==> src/hdl/rsm_pkg.sv <==
// ----------------------------------------------------------------------------
// rsm_pkg - shared constants and types for the resampling voice mixer
// Widths, register indexes, saturation limits and the pipeline control word.
// ----------------------------------------------------------------------------
package rsm_pkg;

  // Fixed-point formats
  localparam int FRACTION_BITS = 14;
  localparam int GAIN_BITS     = 14;
  localparam int SAMPLE_W      = 16;
  localparam int GAIN_W        = 16;
  localparam int STEP_W        = 17;
  localparam int PHASE_W       = 18;
  localparam int ACC_W         = SAMPLE_W + GAIN_W + 2;

  // Outputs per source frame
  localparam int MAX_OUT = 16;
  localparam int COUNT_W = $clog2(MAX_OUT);

  localparam logic [PHASE_W-1:0] PHASE_ONE = PHASE_W'(1) << FRACTION_BITS;

  // Saturation limits
  localparam logic signed [SAMPLE_W-1:0] SAT_MAX = 16'sh7FFF;
  localparam logic signed [SAMPLE_W-1:0] SAT_MIN = 16'sh8000;

  // Configuration register indexes
  localparam int CFG_IDX_W  = 3;
  localparam int CFG_DATA_W = STEP_W;
  localparam logic [CFG_IDX_W-1:0] CFG_PHASE_STEP    = 3'd0;
  localparam logic [CFG_IDX_W-1:0] CFG_SOURCE_STEREO = 3'd1;
  localparam logic [CFG_IDX_W-1:0] CFG_OUTPUT_STEREO = 3'd2;
  localparam logic [CFG_IDX_W-1:0] CFG_DRY_LEFT      = 3'd3;
  localparam logic [CFG_IDX_W-1:0] CFG_DRY_RIGHT     = 3'd4;
  localparam logic [CFG_IDX_W-1:0] CFG_WET_LEFT      = 3'd5;
  localparam logic [CFG_IDX_W-1:0] CFG_WET_RIGHT     = 3'd6;

  // Control word that travels alongside each pipeline stage
  typedef struct packed {
    logic valid;
    logic last;
  } stage_ctrl_t;

endpackage

==> src/hdl/rsm_merge.sv <==
// ----------------------------------------------------------------------------
// rsm_merge - merges the two lanes into one output transfer
// Sums the lanes for mono output, rounds to nearest with ties to even,
// saturates to 16 bits and holds the result in the output register.
// ----------------------------------------------------------------------------
module rsm_merge
  import rsm_pkg::*;
(
  input  logic                       clk,
  input  logic                       rst,
  input  logic                       advance,
  input  stage_ctrl_t                ctrl,
  input  logic                       output_stereo,
  input  logic signed [ACC_W-1:0]    acc_left,
  input  logic signed [ACC_W-1:0]    acc_right,
  output logic                       out_valid,
  output logic                       out_last,
  output logic signed [SAMPLE_W-1:0] out_left,
  output logic signed [SAMPLE_W-1:0] out_right
);

  localparam int QW = ACC_W - GAIN_BITS;
  localparam logic signed [QW:0] Q_MAX = (QW+1)'(SAT_MAX);
  localparam logic signed [QW:0] Q_MIN = (QW+1)'(SAT_MIN);
  localparam logic [GAIN_BITS-1:0] HALF = GAIN_BITS'(1) << (GAIN_BITS - 1);

  function automatic logic signed [SAMPLE_W-1:0] round_sat(
    input logic signed [ACC_W-1:0] x
  );
    logic signed [QW-1:0]    q;
    logic [GAIN_BITS-1:0]    r;
    logic                    up;
    logic signed [QW:0]      qr;
    logic signed [SAMPLE_W-1:0] res;
    q  = x[ACC_W-1:GAIN_BITS];
    r  = x[GAIN_BITS-1:0];
    up = (r > HALF) || ((r == HALF) && q[0]);
    qr = $signed({q[QW-1], q}) + $signed({{QW{1'b0}}, up});
    if (qr > Q_MAX) begin
      res = SAT_MAX;
    end else if (qr < Q_MIN) begin
      res = SAT_MIN;
    end else begin
      res = qr[SAMPLE_W-1:0];
    end
    return res;
  endfunction

  logic signed [ACC_W-1:0]    mono_sum;
  logic signed [SAMPLE_W-1:0] left_next;
  logic signed [SAMPLE_W-1:0] right_next;

  // Pick stereo pair or mono sum
  always_comb begin
    mono_sum = acc_left + acc_right;
    if (output_stereo) begin
      left_next  = round_sat(acc_left);
      right_next = round_sat(acc_right);
    end else begin
      left_next  = round_sat(mono_sum);
      right_next = '0;
    end
  end

  // Output register control
  always_ff @(posedge clk) begin
    if (rst) begin
      out_valid <= 1'b0;
    end else if (advance) begin
      out_valid <= ctrl.valid;
    end
  end

  // Output register payload
  always_ff @(posedge clk) begin
    if (advance) begin
      out_last  <= ctrl.last;
      out_left  <= left_next;
      out_right <= right_next;
    end
  end

endmodule

==> config.mk <==
export PLATFORM = sky130hd
export DESIGN_NAME = rsm_merge
export DESIGN_NICKNAME = d
export VERILOG_FILES = /design/src/hdl/rsm_pkg.sv /design/src/hdl/rsm_merge.sv
export SDC_FILE = /design/constraint.sdc
export NUM_CORES = 1
export LEC_CHECK = 0
export BUFFER_PORTS_ARGS = -buffer_cell sky130_fd_sc_hd__buf_2
export CORE_UTILIZATION = 55
export DETAILED_ROUTE_END_ITERATION = 12
export GPL_TIMING_DRIVEN = 0
export PLACE_DENSITY_LB_ADDON = 0.2
export SLEW_MARGIN = 20
export SYNTH_ARGS = -nofsm -noshare
export SYNTH_HDL_FRONTEND = slang
export SYNTH_SLANG_ARGS = --single-unit
==> constraint.sdc <==
create_clock -name clk -period 5.8 [get_ports clk]
set_input_delay 1.16 -clock clk [delete_from_list [all_inputs] [get_ports clk]]
set_output_delay 1.16 -clock clk [all_outputs]
set_load 0.005 [all_outputs]
==> impl_metrics.json <==
{
  "insertion_delay_ns": 0.29,
  "cp_slowest_cell": "or4_1",
  "power_mw": 1.07,
  "r2r_start": "out_valid",
  "synth-compound-area-share": 0.275,
  "cp.required_ns": 5.83,
  "worst_clock_skew_ns": 0,
  "floorplan.die_area_um2": 9300,
  "ctsHoldBuffers": 0,
  "firstDrtPassIters": 5,
  "worstHoldEndpoint": "out_valid",
  "drive_gt1_frac": 0.213,
  "port_buffers": 106,
  "io_pins": 108,
  "via_per_inst": 6.38,
  "cp-end-kind": "flop",
  "wirelength_um": 14800,
  "layout.nets": 847,
  "drt_iter0_drc": 372,
  "synth_top_cell_area_share": 0.202,
  "r2r_slack_ns": 5.20,
  "yosysTopAreaCell": "edfxtp_1",
  "slew_violations": 0,
  "hp-start": "out_valid",
  "syn_inst": 623,
  "setup_slack_ns": 0.529,
  "grtUsageTotal": 0.321,
  "placementRows": 34,
  "die_w_um": 96.4,
  "max_stage_delay_ns": 0.52,
  "postCtsSetupBuffers": 0,
  "dp.cells": 837,
  "synth.top_cells.by_area": "edfxtp_1, ha_1, xnor2_1, nor2_1, xor2_1",
  "synth_common_cells": "nor2_1, nand2_1, o21ai_0, a21oi_1, xnor2_1",
  "critical_path_peak_fanout": 10,
  "ant_nets": 0,
  "synthSimpleGateAreaFrac": 0.258,
  "route.detailed.drc": 0,
  "nFillCells": 797,
  "reg2reg_to": "out_valid",
  "hold_viol_final": 0,
  "synth_top_family_by_area": "compound AO/OA/AOI/OAI gates",
  "floorplan.initialDensity": 0.565,
  "rsz0062_at_grt": "false",
  "whs_path_depth": 2,
  "worstPathArrival_ns": 5.30,
  "synth_xor_area_frac": 0.120,
  "peakVddDrop_uv": 100,
  "layout.cells.non_filler": 847,
  "synthMuxAreaShare": 0.0105,
  "setup_viol": 0,
  "startpoint": "acc_left[0]",
  "synth_edf_count": 33,
  "multiInputGateArea_um2": 3720,
  "core_um2": 8680,
  "cts_buffer_depth": 2,
  "cts_tree": "built",
  "antenna_found_initial": 2,
  "cts_resized": 0,
  "hpwl_um": 12400,
  "path_class": "in -> reg",
  "period_share": 0.909,
  "avgSynthCellArea_um2": 7.87,
  "worst-r2r-cell-count": 2,
  "grt-ovfl-total": 0,
  "htreeDepth": 2,
  "syn_area_um2": 4900,
  "register_area_um2": 1010,
  "fmax_mhz": 190,
  "synthesis.nets": 734,
  "wl_per_cell_um": 17.5,
  "cp_cell_sequence": "buf_2, ha_1, fa_1, a21oi_1, o211ai_2, a211oi_1, o21bai_1, xor2_1, nand2_1, nor2_2, inv_2, or4_1, a21o_1, a31oi_4, buf_6, o22ai_2",
  "synth.distinct_cells": 75,
  "period_minus_slack_ns": 5.27,
  "grt_max_degree": 35,
  "leakagePower_nw": 2.22,
  "cap_violations": 0,
  "tightest_slew_ns": 0.758,
  "start_kind": "primary input",
  "synthFlopType": "edfxtp_1",
  "path_clk_slew_ns": 0.07,
  "outcome": "finished, final reports clean",
  "grt_pass1_vias": 4846,
  "dp_slack_ns": 0.297,
  "p_per_area_nw_per_um2": 188,
  "totalNegativeSetupSlack_ns": 0,
  "grt_first_pass_wirelength_um": 22900,
  "cts-root-buf": "clkbuf_8",
  "synthMostInstantiatedCell": "nor2_1",
  "holdCritPathClass": "reg -> reg",
  "async_flop_share": 0,
  "synth.ff_latch_count": 34,
  "seq_area_frac_synth": 0.206,
  "area_delta_synth_final_pct": 15.5,
  "place.gp.congestion": 0.981,
  "cts_made_buffers": 5,
  "ys_warn_count": 0,
  "die_h_um": 96.4,
  "synth_fa_ha_area_frac": 0.0959,
  "clkSinkCount": 34,
  "relSlewSlack": 0.495,
  "route.vias.total": 5405
}
==> worst max-delay path: cells and delay by family <==
family          cells  cell delay, ns
buf+inv             3            0.44
fa+ha+maj           2            0.67
simple gates        3            1.00
xor+xnor            1            0.36
compound gates      7            1.65
==> metrics by stage <==
step	hold WS (ns)	cell area [um2]	utilization
4_1_cts	0.525	5660	0.652
3_3_place_gp	0.475	5570	0.642
5_1_grt	0.585	5670	0.653
2_1_floorplan	0.485	4900	-
6_report	0.518	5670	0.653
3_5_place_dp	0.507	5570	0.642
==> layer usage <==
metal,track usage,share of wire
met1,0.423,0.44
met2,0.533,0.45
met3,0.0454,0.074
met4,0.121,0.034
met5,0,0
==> registers in the layout (all words and copies together) (netlist names) <==
register,cells
out_right,16
out_last,1
out_valid,1
out_left,16
==> report_power, final <==
part	leakage [nW]	total [mW]	internal, mW	switching, mW
Clock	0.0482	0.179	0.0956	0.0830
Sequential	0.332	0.320	0.311	0.00915
Combinational	1.84	0.567	0.229	0.338
==> layout make-up <==
type | count | share of cell area
timing repair buffer | 106 | 0.0936
clock inverter | 1 | 0.000883
tap | 108 | 0.0238
sequential | 34 | 0.178
inverter | 8 | 0.00530
multi-input combinational | 553 | 0.657
clock buffer | 7 | 0.0152
antenna | 2 | 0.000883
buffer | 28 | 0.0247
==> kinds of logic after synthesis <==
logic type | after synthesis
XOR/XNOR | 67
AO/OA/AOI/OAI | 190
buffers and inverters | 36
AND/OR/NAND/NOR | 254
adder cells (fa/ha/maj) | 37
multiplexers | 5
flip-flops | 34
==> how the worst max path moves through the flow <==
stage	to	slack (ns)	cells past startpoint
after detailed placement	out_left[9]	0.30	16
final	out_left[9]	0.53	16
after CTS	out_left[12]	0.61	16
after global placement	out_left[14]	0.36	16
after floorplan	out_left[5]	0.96	15
after global routing	out_left[4]	0.28	16
==> cell usage in the layout (no fill, tap or decap), drive strengths merged, types with 6 or more instances in the layout <==
cell    synthesis  routed
nor4            9       9
and2            9       9
nand2          58      58
a21o           10      10
a211oi          9       9
o31ai           7       7
nor2           75      75
nand4          17      17
xnor2          38      38
nor2b           7       7
nor3            8       8
nand3          38      38
o21a            6       6
and3           13      13
a21oi          40      40
o21ai          49      49
ha             36      36
clkbuf         15      22
edfxtp         33      33
o22ai          20      20
xor2           29      29
inv             8       8
a31oi           9       9
buf            13     119
o211ai          7       7
(Power assumes the default switching activity.)
