File: src/hdl/rsm_pkg.sv
// ----------------------------------------------------------------------------
// rsm_pkg - shared constants and types for the resampling voice mixer
// Widths, register indexes, saturation limits and the pipeline control word.
// ----------------------------------------------------------------------------
package rsm_pkg;

  // Fixed-point formats
  localparam int FRACTION_BITS = 14;
  localparam int GAIN_BITS     = 14;
  localparam int SAMPLE_W      = 16;
  localparam int GAIN_W        = 16;
  localparam int STEP_W        = 17;
  localparam int PHASE_W       = 18;
  localparam int ACC_W         = SAMPLE_W + GAIN_W + 2;

  // Outputs per source frame
  localparam int MAX_OUT = 16;
  localparam int COUNT_W = $clog2(MAX_OUT);

  localparam logic [PHASE_W-1:0] PHASE_ONE = PHASE_W'(1) << FRACTION_BITS;

  // Saturation limits
  localparam logic signed [SAMPLE_W-1:0] SAT_MAX = 16'sh7FFF;
  localparam logic signed [SAMPLE_W-1:0] SAT_MIN = 16'sh8000;

  // Configuration register indexes
  localparam int CFG_IDX_W  = 3;
  localparam int CFG_DATA_W = STEP_W;
  localparam logic [CFG_IDX_W-1:0] CFG_PHASE_STEP    = 3'd0;
  localparam logic [CFG_IDX_W-1:0] CFG_SOURCE_STEREO = 3'd1;
  localparam logic [CFG_IDX_W-1:0] CFG_OUTPUT_STEREO = 3'd2;
  localparam logic [CFG_IDX_W-1:0] CFG_DRY_LEFT      = 3'd3;
  localparam logic [CFG_IDX_W-1:0] CFG_DRY_RIGHT     = 3'd4;
  localparam logic [CFG_IDX_W-1:0] CFG_WET_LEFT      = 3'd5;
  localparam logic [CFG_IDX_W-1:0] CFG_WET_RIGHT     = 3'd6;

  // Control word that travels alongside each pipeline stage
  typedef struct packed {
    logic valid;
    logic last;
  } stage_ctrl_t;

endpackage

File: src/hdl/rsm_lane.sv
// ----------------------------------------------------------------------------
// rsm_lane - one channel lane of the voice mixer
// Stage 1 interpolates between previous and current sample at the phase
// fraction; stage 2 scales the result by the summed dry and wet gains.
// ----------------------------------------------------------------------------
module rsm_lane
  import rsm_pkg::*;
(
  input  logic                       clk,
  input  logic                       advance,
  input  logic signed [SAMPLE_W-1:0] prev_sample,
  input  logic signed [SAMPLE_W-1:0] cur_sample,
  input  logic [FRACTION_BITS-1:0]   frac,
  input  logic [GAIN_W-1:0]          dry_gain,
  input  logic [GAIN_W-1:0]          wet_gain,
  output logic signed [ACC_W-1:0]    acc
);

  logic signed [SAMPLE_W:0]               diff;
  logic signed [FRACTION_BITS:0]          frac_ext;
  logic signed [SAMPLE_W+FRACTION_BITS+1:0] prod;
  logic signed [SAMPLE_W+1:0]             interp;
  logic signed [SAMPLE_W-1:0]             value;
  logic [GAIN_W:0]                        gain_sum;
  logic signed [GAIN_W+1:0]               gain_ext;

  // Floor interpolation: a + floor((b - a) * f / 2^FRACTION_BITS)
  always_comb begin
    diff     = {cur_sample[SAMPLE_W-1], cur_sample} - {prev_sample[SAMPLE_W-1], prev_sample};
    frac_ext = $signed({1'b0, frac});
    prod     = diff * frac_ext;
    interp   = {{2{prev_sample[SAMPLE_W-1]}}, prev_sample}
             + prod[SAMPLE_W+FRACTION_BITS+1:FRACTION_BITS];
  end

  // Dry and wet share one multiply: v*dry + v*wet = v*(dry + wet)
  always_comb begin
    gain_sum = {1'b0, dry_gain} + {1'b0, wet_gain};
    gain_ext = $signed({1'b0, gain_sum});
  end

  // Interpolation stage
  always_ff @(posedge clk) begin
    if (advance) begin
      value <= interp[SAMPLE_W-1:0];
    end
  end

  // Gain stage
  always_ff @(posedge clk) begin
    if (advance) begin
      acc <= value * gain_ext;
    end
  end

endmodule

File: config.mk
export PLATFORM = sky130hd
export DESIGN_NAME = rsm_lane
export DESIGN_NICKNAME = d
export VERILOG_FILES = /design/src/hdl/rsm_pkg.sv /design/src/hdl/rsm_lane.sv
export SDC_FILE = /design/constraint.sdc
export NUM_CORES = 1
export LEC_CHECK = 0
export BUFFER_PORTS_ARGS = -buffer_cell sky130_fd_sc_hd__buf_4
export CORE_ASPECT_RATIO = 0.6
export CORE_UTILIZATION = 39
export CTS_BUF_LIST = sky130_fd_sc_hd__clkbuf_4 sky130_fd_sc_hd__clkbuf_8 sky130_fd_sc_hd__clkbuf_16
export CTS_CLUSTER_SIZE = 24
export DETAILED_ROUTE_END_ITERATION = 8
export PLACE_DENSITY = 0.55
export SLEW_MARGIN = 25
export SYNTH_ARGS = -nofsm -noshare
export SYNTH_HDL_FRONTEND = slang
export SYNTH_SLANG_ARGS = --single-unit
File: constraint.sdc
create_clock -name clk -period 20.6 [get_ports clk]
set_input_delay 0 -clock clk [delete_from_list [all_inputs] [get_ports clk]]
set_output_delay 0 -clock clk [all_outputs]
set_load 0.1 [all_outputs]
==> results of run 1 <==
## logic make-up after synthesis
group	synth area share
flops	0.0701
fa+ha+maj	0.544
simple gates	0.180
xor+xnor	0.0368
buf+inv	0.107
compound gates	0.0623
## Yosys cell counts (3+ instances only)
cell | instances | area (um^2)
o21a_1 | 12 | 90.1
nand4_1 | 10 | 62.6
nor2_1 | 52 | 195
o31a_1 | 3 | 26.3
xnor2_1 | 72 | 631
fa_1 | 430 | 8610
clkbuf_1 | 93 | 349
o211ai_1 | 13 | 97.6
buf_1 | 3 | 11.3
and2_1 | 222 | 1390
a211oi_1 | 4 | 30.0
nor3b_1 | 14 | 105
o31ai_1 | 5 | 37.5
and3_1 | 11 | 68.8
xor2_1 | 18 | 158
a311oi_1 | 3 | 26.3
o21ai_0 | 40 | 200
and4_1 | 11 | 96.3
o21bai_1 | 13 | 97.6
edfxtp_1 | 50 | 1500
nand2b_1 | 33 | 206
nor4_1 | 14 | 87.6
nor3_1 | 20 | 100
a21boi_0 | 4 | 30.0
nor4bb_1 | 11 | 110
a41oi_1 | 4 | 35.0
nor2b_1 | 31 | 194
nand3b_1 | 6 | 45.0
nand2_1 | 266 | 998
a21oi_1 | 55 | 275
or2_2 | 3 | 18.8
or3_1 | 6 | 37.5
nand3_1 | 24 | 120
inv_1 | 512 | 1920
ha_1 | 243 | 3040
a21o_1 | 17 | 128
## worst reg2reg max path: stages (launching register included)
cell and delay, ps:
edfxtp_1 750, and4_1 320, nor4_1 520, fa_1 500, inv_1 80, fa_1 430
fa_1 520, inv_1 60, fa_1 490, fa_1 490, inv_1 50, fa_1 360
ha_1 270, a2111oi_0 680, nand3b_1 200, nor3_1 220, o21a_1 250, o41ai_1 210
a41o_1 310, nor4_1 280, o31ai_1 140, a21oi_1 190, xnor2_1 100
## cell type report
type | instances | share of cell area
antenna | 1 | 0.000107
clock buffer | 6 | 0.00569
clock inverter | 2 | 0.00161
inverter | 512 | 0.0824
multi-input combinational | 1699 | 0.763
sequential | 50 | 0.0644
tap | 714 | 0.0383
timing repair buffer | 139 | 0.0447
## sequential cells by signal, summed over array words and instances (netlist names)
signal	count
value	16
acc	34
## metrics by stage
step	setup slack (ps)	hold WS, ps
finish	10360	40.7
global route	9490	25.1
CTS	10290	23.9
detailed placement	9980	370
global placement	10270	369
floorplan	11660	112
## layer usage
layer  up-vias  wire length [um]  part of all wire  GRT usage
met3        44              3230             0.059     0.0322
met2       381             23800              0.43      0.308
met4         0               631             0.011     0.0327
met5         -                 0                 0          0
li1       7331                 -                 -          -
met1      8028             27400              0.50      0.314
## layout by cell type, fill, tap and decap left out, drive strengths merged, types with 12 or more instances in the layout
cell type  synthesis  final
buf                5    139
a21o              17     17
o21bai            13     13
o21a              12     12
fa               430    430
xnor2             72     72
nor3              20     20
o21ai             42     42
edfxtp            50     50
o211ai            13     13
ha               243    243
nor3b             14     14
nand3             24     24
nor2              52     52
nor2b             31     31
a21oi             57     57
nand2b            33     33
xor2              18     18
nand2            266    266
inv              512    512
and2             222    222
nor4              14     14
## worst paths after layout
check | cells after the start | startpoint | to
setup / recovery | 43 | prev_sample[1] | value[15]$_DFFE_PP_
hold / removal | 2 | prev_sample[0] | value[0]$_DFFE_PP_
setup reg to reg | 22 | value[4]$_DFFE_PP_ | acc[33]$_DFFE_PP_
hold reg to reg | 1 | value[0]$_DFFE_PP_ | acc[0]$_DFFE_PP_
==> metrics.csv, run 1 <==
stage,metric,value,unit
run_status,outcome,"finished, final reports clean",
placement,placer's final routability congestion estimate,0.877,
route,Routed Antenna Nets,0,
route,final wirelength,55.0,mm
setup_path,Setup crit start kind,input port,
sta,Final Setup Violations,0,
sta,worst clock skew,9.23,ps
yosys,synthesized area,0.0214,mm^2
sta,FMAX,97.6,MHz
route,DR pass1 iterations,5,
final_layout,Post-Layout Cell Count,3123,
yosys,number of flops mapped to enable cells by yosys,50,
setup_path,crit path max fanout,14,
floorplanning,Initial Utilization,0.395,
yosys,asr flop ratio synth,0,
route,# DRC,0,
global_route,initial antenna violation count,0,
setup_path,Max stage delay on crit path,560,ps
global_route,first-pass GRT wire length,90.3,mm
floorplanning,Core Rows,66,
clocking,post_cts resized,0,
route,per-cell routed wire length,17.6,um
placement,area post-placement,0.0231,mm^2
setup_path,CP Capture Type,flip-flop,
clocking,Clock Tree Buf Depth,2,
sta,worst-margin pin slew,1100,ps
global_route,largest net degree at the start of global routing,51,
clocking,# clock sinks,50,
setup_path,R2R setup slack,12950,ps
yosys,synth warn,0,
yosys,post-synthesis average cell area,9.08,um^2
sta,final hold viol count,0,
setup_path,CP max-delay cell,nand3b_1,
sta,period utilization,0.497,
clocking,postcts setup bufs,0,
yosys,Cells after Synth,2361,
setup_path,Crit path required time,20680,ps
global_route,via count of the first global-routing pass,16600,
placement,Cells after DPL,3114,
sta,crit path time final,10240,ps
final_layout,"Design Area, Final",0.0233,mm^2
final_layout,fillers,5353,
yosys,sequential fraction of the synthesis area,0.0701,
final_layout,Reg area,0.00150,mm^2
placement,PortBufs,113,
clocking,Worst-path clk slew,80,ps
global_route,grt ovf,0,
route,1st-iter DRT viols,952,
route,Vias,15800,
setup_path,crit-path leading delay family,compound AO/OA/AOI/OAI gates,
final_layout,Syn-to-layout area delta,8.82,%
setup_path,Crit Path Category,input port to flip-flop,
final_layout,multi-input logic area,0.0178,mm^2
floorplanning,Core Region,0.0543,mm^2
clocking,Clock Latency Late Sink,330,ps
floorplanning,Die W,305,um
final_layout,final layout net count,3160,
sta,TNS Setup,0,ps
clocking,H-tree depth,2,
final_layout,ratio of cells with drive above 1 in the final layout,0.0714,
clocking,CTS tree,built,
setup_path,crit path buf inv count,6,
sta,Slew HR,0.270,
yosys,Syn Nets,3114,
clocking,cts hold-fix bufs,0,
setup_path,CP most frequent cell,fa_1,
clocking,Root Driver,clkbuf_16,
global_route,Tot GR Track Use,0.205,
final_layout,Final Util,0.430,
yosys,register bit total from synthesis,50,
sta,RSZ-0062 raised after global routing,no,
sta,Max Slew Vio Count,0,
min_path,Hold/Removal Path Class,input port to flip-flop,
yosys,Synth Flop Type,edfxtp_1,
floorplanning,Die ar.,0.0559,mm^2
floorplanning,IO Count,114,
run,max-cap violation count,0,
route,Vias/cell,5.05,
yosys,Cell variety after synth,59,
floorplanning,Chip Height,184,um
setup_path,crit path DAT,10330,ps
placement,hpwl dp,45.3,mm
clocking,CTS Buf Count,5,
Power of run 1 is not shown: default switching activity piles up to over one toggle a cycle in this logic, so the estimate is an artifact.
==> run 2, diff against run 1 <==
--- a/config.mk
+++ b/config.mk
@@ -5,6 +5,7 @@
 export SDC_FILE = /design/constraint.sdc
 export NUM_CORES = 1
 export LEC_CHECK = 0
+export ABC_AREA = 1
 export BUFFER_PORTS_ARGS = -buffer_cell sky130_fd_sc_hd__buf_4
 export CORE_ASPECT_RATIO = 0.6
 export CORE_UTILIZATION = 39
==> constraint.sdc (replaced) <==
create_clock -name clk -period 10 [get_ports clk]
set_input_delay 0 -clock clk [delete_from_list [all_inputs] [get_ports clk]]
set_output_delay 0 -clock clk [all_outputs]
set_load 0.1 [all_outputs]
==> metrics.csv, run 2 <==
stage,metric,value,unit,change
run_status,outcome,"finished, final reports clean",,
global_route,Tot GR Track Use,0.261,,+0.0555
final_layout,"most common cell after layout, fill and taps aside",inv_1,,
final_layout,multi-input logic area,0.0176,mm^2,-0.97%
global_route,via count of the first global-routing pass,18800,,+13%
final_layout,final layout net count,3554,,+12%
final_layout,Reg area,0.00150,mm^2,unchanged
placement,area post-placement,0.0235,mm^2,+1.8%
global_route,first-pass GRT wire length,112,mm,+24%
route,per-cell routed wire length,19.9,um,+13%
clocking,Clock Latency Late Sink,320,ps,about the same
sta,Final Setup Violations,0,,unchanged
sta,Max Slew Vio Count,0,,unchanged
setup_path,crit path max fanout,8,,-6
clocking,post_cts resized,0,,unchanged
sta,final hold viol count,0,,unchanged
sta,TNS Setup,0,ps,unchanged
setup_path,Reg2Reg Depth,23,,+4.5%
yosys,adder-cell share of the synthesized area,0.531,,-0.0123
global_route,grt ovf,0,,unchanged
global_route,largest net degree at the start of global routing,51,,unchanged
yosys,post-synthesis average cell area,8.04,um^2,-11%
final_layout,max reg flops,34,,unchanged
yosys,post-synth top area share,0.393,,-0.00908
yosys,mux cell area share after synthesis,0,,unchanged
route,DR pass1 iterations,6,,+1
sta,RSZ-0062 raised after global routing,no,,
yosys,sequential fraction of the synthesis area,0.0685,,-0.00158
placement,PortBufs,113,,unchanged
clocking,CTS tree,built,,
setup_path,Crit path required time,10080,ps,-10600 ps
placement,placer's final routability congestion estimate,1.13,,+29%
route,# DRC,0,,unchanged
floorplanning,Core Region,0.0548,mm^2,+1.1%
yosys,number of flops mapped to enable cells by yosys,50,,unchanged
route,1st-iter DRT viols,1571,,+65%
yosys,xor/xnor share of the synthesized area,0.0255,,-0.0113
sta,Slew HR,0.343,,+0.0736
min_path,Hold/Removal Path Class,input port to flip-flop,,
setup_path,CP most frequent cell,fa_1,,
setup_path,R2R setup slack,3060,ps,-9890 ps
yosys,"count leader, synth",inv_1,,
floorplanning,Initial Utilization,0.400,,+0.00487
clocking,H-tree depth,2,,unchanged
clocking,postcts setup bufs,0,,unchanged
yosys,leading area contributor after synthesis,fa_1,,
yosys,Cell variety after synth,52,,-12%
route,Vias/cell,5.06,,+0.12%
clocking,Root Driver,clkbuf_16,,
yosys,synthesized area,0.0219,mm^2,+2.3%
setup_path,Setup crit start kind,input port,,
min_path,Hold Path Cell Cnt,2,,unchanged
final_layout,"Design Area, Final",0.0237,mm^2,+1.5%
route,final wirelength,70.8,mm,+29%
floorplanning,IO Count,114,,unchanged
yosys,Syn Nets,3480,,+12%
sta,FMAX,112,MHz,
floorplanning,Die W,308,um,+1.1%
final_layout,"commonest non-fill, non-tap cells in the layout","665 x inv_1, 510 x nand2_1, 430 x fa_1",,
setup_path,crit path DAT,9020,ps,-1310 ps
final_layout,Top Registers,"acc x34, value x16",,
yosys,Commonest cells post-synth,"665 x inv_1, 510 x nand2_1, 430 x fa_1",,
yosys,main combinational cell family by area after synthesis,adder cells,,
setup_path,Crit Path Category,input port to flip-flop,,
clocking,cts hold-fix bufs,0,,unchanged
route,Routed Antenna Nets,0,,unchanged
yosys,register bit total from synthesis,50,,unchanged
yosys,Cells after Synth,2727,,+16%
setup_path,Max stage delay on crit path,560,ps,about the same
final_layout,Syn-to-layout area delta,8.00,%,
run,max-cap violation count,0,,unchanged
sta,crit path time final,8950,ps,
route,Vias,18000,,+14%
clocking,CTS Buf Count,5,,unchanged
yosys,Compound-Gate Fraction of Synth Area,0.0599,,-0.00238
yosys,asr flop ratio synth,0,,unchanged
yosys,Synth Flop Type,edfxtp_1,,
placement,hpwl dp,62.1,mm,+37%
setup_path,CP max-delay cell,fa_1,,
sta,worst clock skew,5.66,ps,-3.58 ps
floorplanning,Die ar.,0.0572,mm^2,+2.3%
clocking,Worst-path clk slew,80,ps,about the same
final_layout,ratio of cells with drive above 1 in the final layout,0.0764,,+0.00495
floorplanning,Core Rows,66,,unchanged
sta,period utilization,0.895,,
clocking,# clock sinks,50,,unchanged
yosys,synth warn,0,,unchanged
final_layout,register bank with the most flops,acc,,
floorplanning,Chip Height,186,um,+1.1%
sta,worst-margin pin slew,984,ps,-111 ps
clocking,Clock Tree Buf Depth,2,,unchanged
global_route,initial antenna violation count,1,,+1
yosys,"top cells by area, synth","fa_1 39%, ha_1 14%, inv_1 11%",,
setup_path,CP Capture Type,flip-flop,,
final_layout,fillers,5660,,+5.7%
yosys,Simple-Gate Fraction of Synth Area,0.186,,+0.00649
run 2: critical path, delay by kind of cell:
kind	cells	cell delay [ps]
AO/OA/AOI/OAI	9	1470
XOR/XNOR	2	250
AND/OR/NAND/NOR	12	2440
buffers and inverters	7	410
adder cells (fa/ha/maj)	10	4400
run 2: area by class of cell:
type | instances | share of cell area
Clock buffer | 5 | 0.00528
Tap cell | 748 | 0.0395
Antenna cell | 1 | 0.000106
Clock inverter | 3 | 0.00111
Sequential cell | 50 | 0.0634
Inverter | 681 | 0.108
Timing Repair Buffer | 122 | 0.0387
Multi-Input combinational cell | 1941 | 0.744
run 2: cells by family (layout without fill, tap and decap cells):
group | Yosys count | in the layout
AO/OA/AOI/OAI | 215 | 215
XOR/XNOR | 63 | 63
adder cells (fa/ha/maj) | 673 | 673
buffers and inverters | 736 | 811
flip-flops | 50 | 50
other | 0 | 1
AND/OR/NAND/NOR | 990 | 990
run 2: stage by stage:
stage	util	setup slack (ps)	std cells	hold slack, ps
after floorplan	-	2320	2727	112
after global placement	0.429	974	3542	432
after detailed placement	0.429	1000	3542	430
after CTS	0.432	1320	3550	93.2
after global routing	0.432	620	3550	90.4
final	0.432	1050	3551	89.2
run 2: path summary, 6_finish.rpt:
kind,end,startpoint
hold reg to reg,acc[1]$_DFFE_PP_,value[1]$_DFFE_PP_
setup reg to reg,acc[28]$_DFFE_PP_,value[2]$_DFFE_PP_
hold / removal,value[1]$_DFFE_PP_,prev_sample[1]
setup / recovery,value[12]$_DFFE_PP_,prev_sample[0]
run 2: layer usage:
metal	part of all wire	routed length (um)	global-route usage	vias to the layer above
met5	0	0	0	-
met4	0.0040	280	0.0177	0
met3	0.12	8640	0.0940	21
met2	0.35	24900	0.324	717
met1	0.52	37000	0.427	8909
li1	-	-	-	8322
Power of run 2 is left out for the same reason.
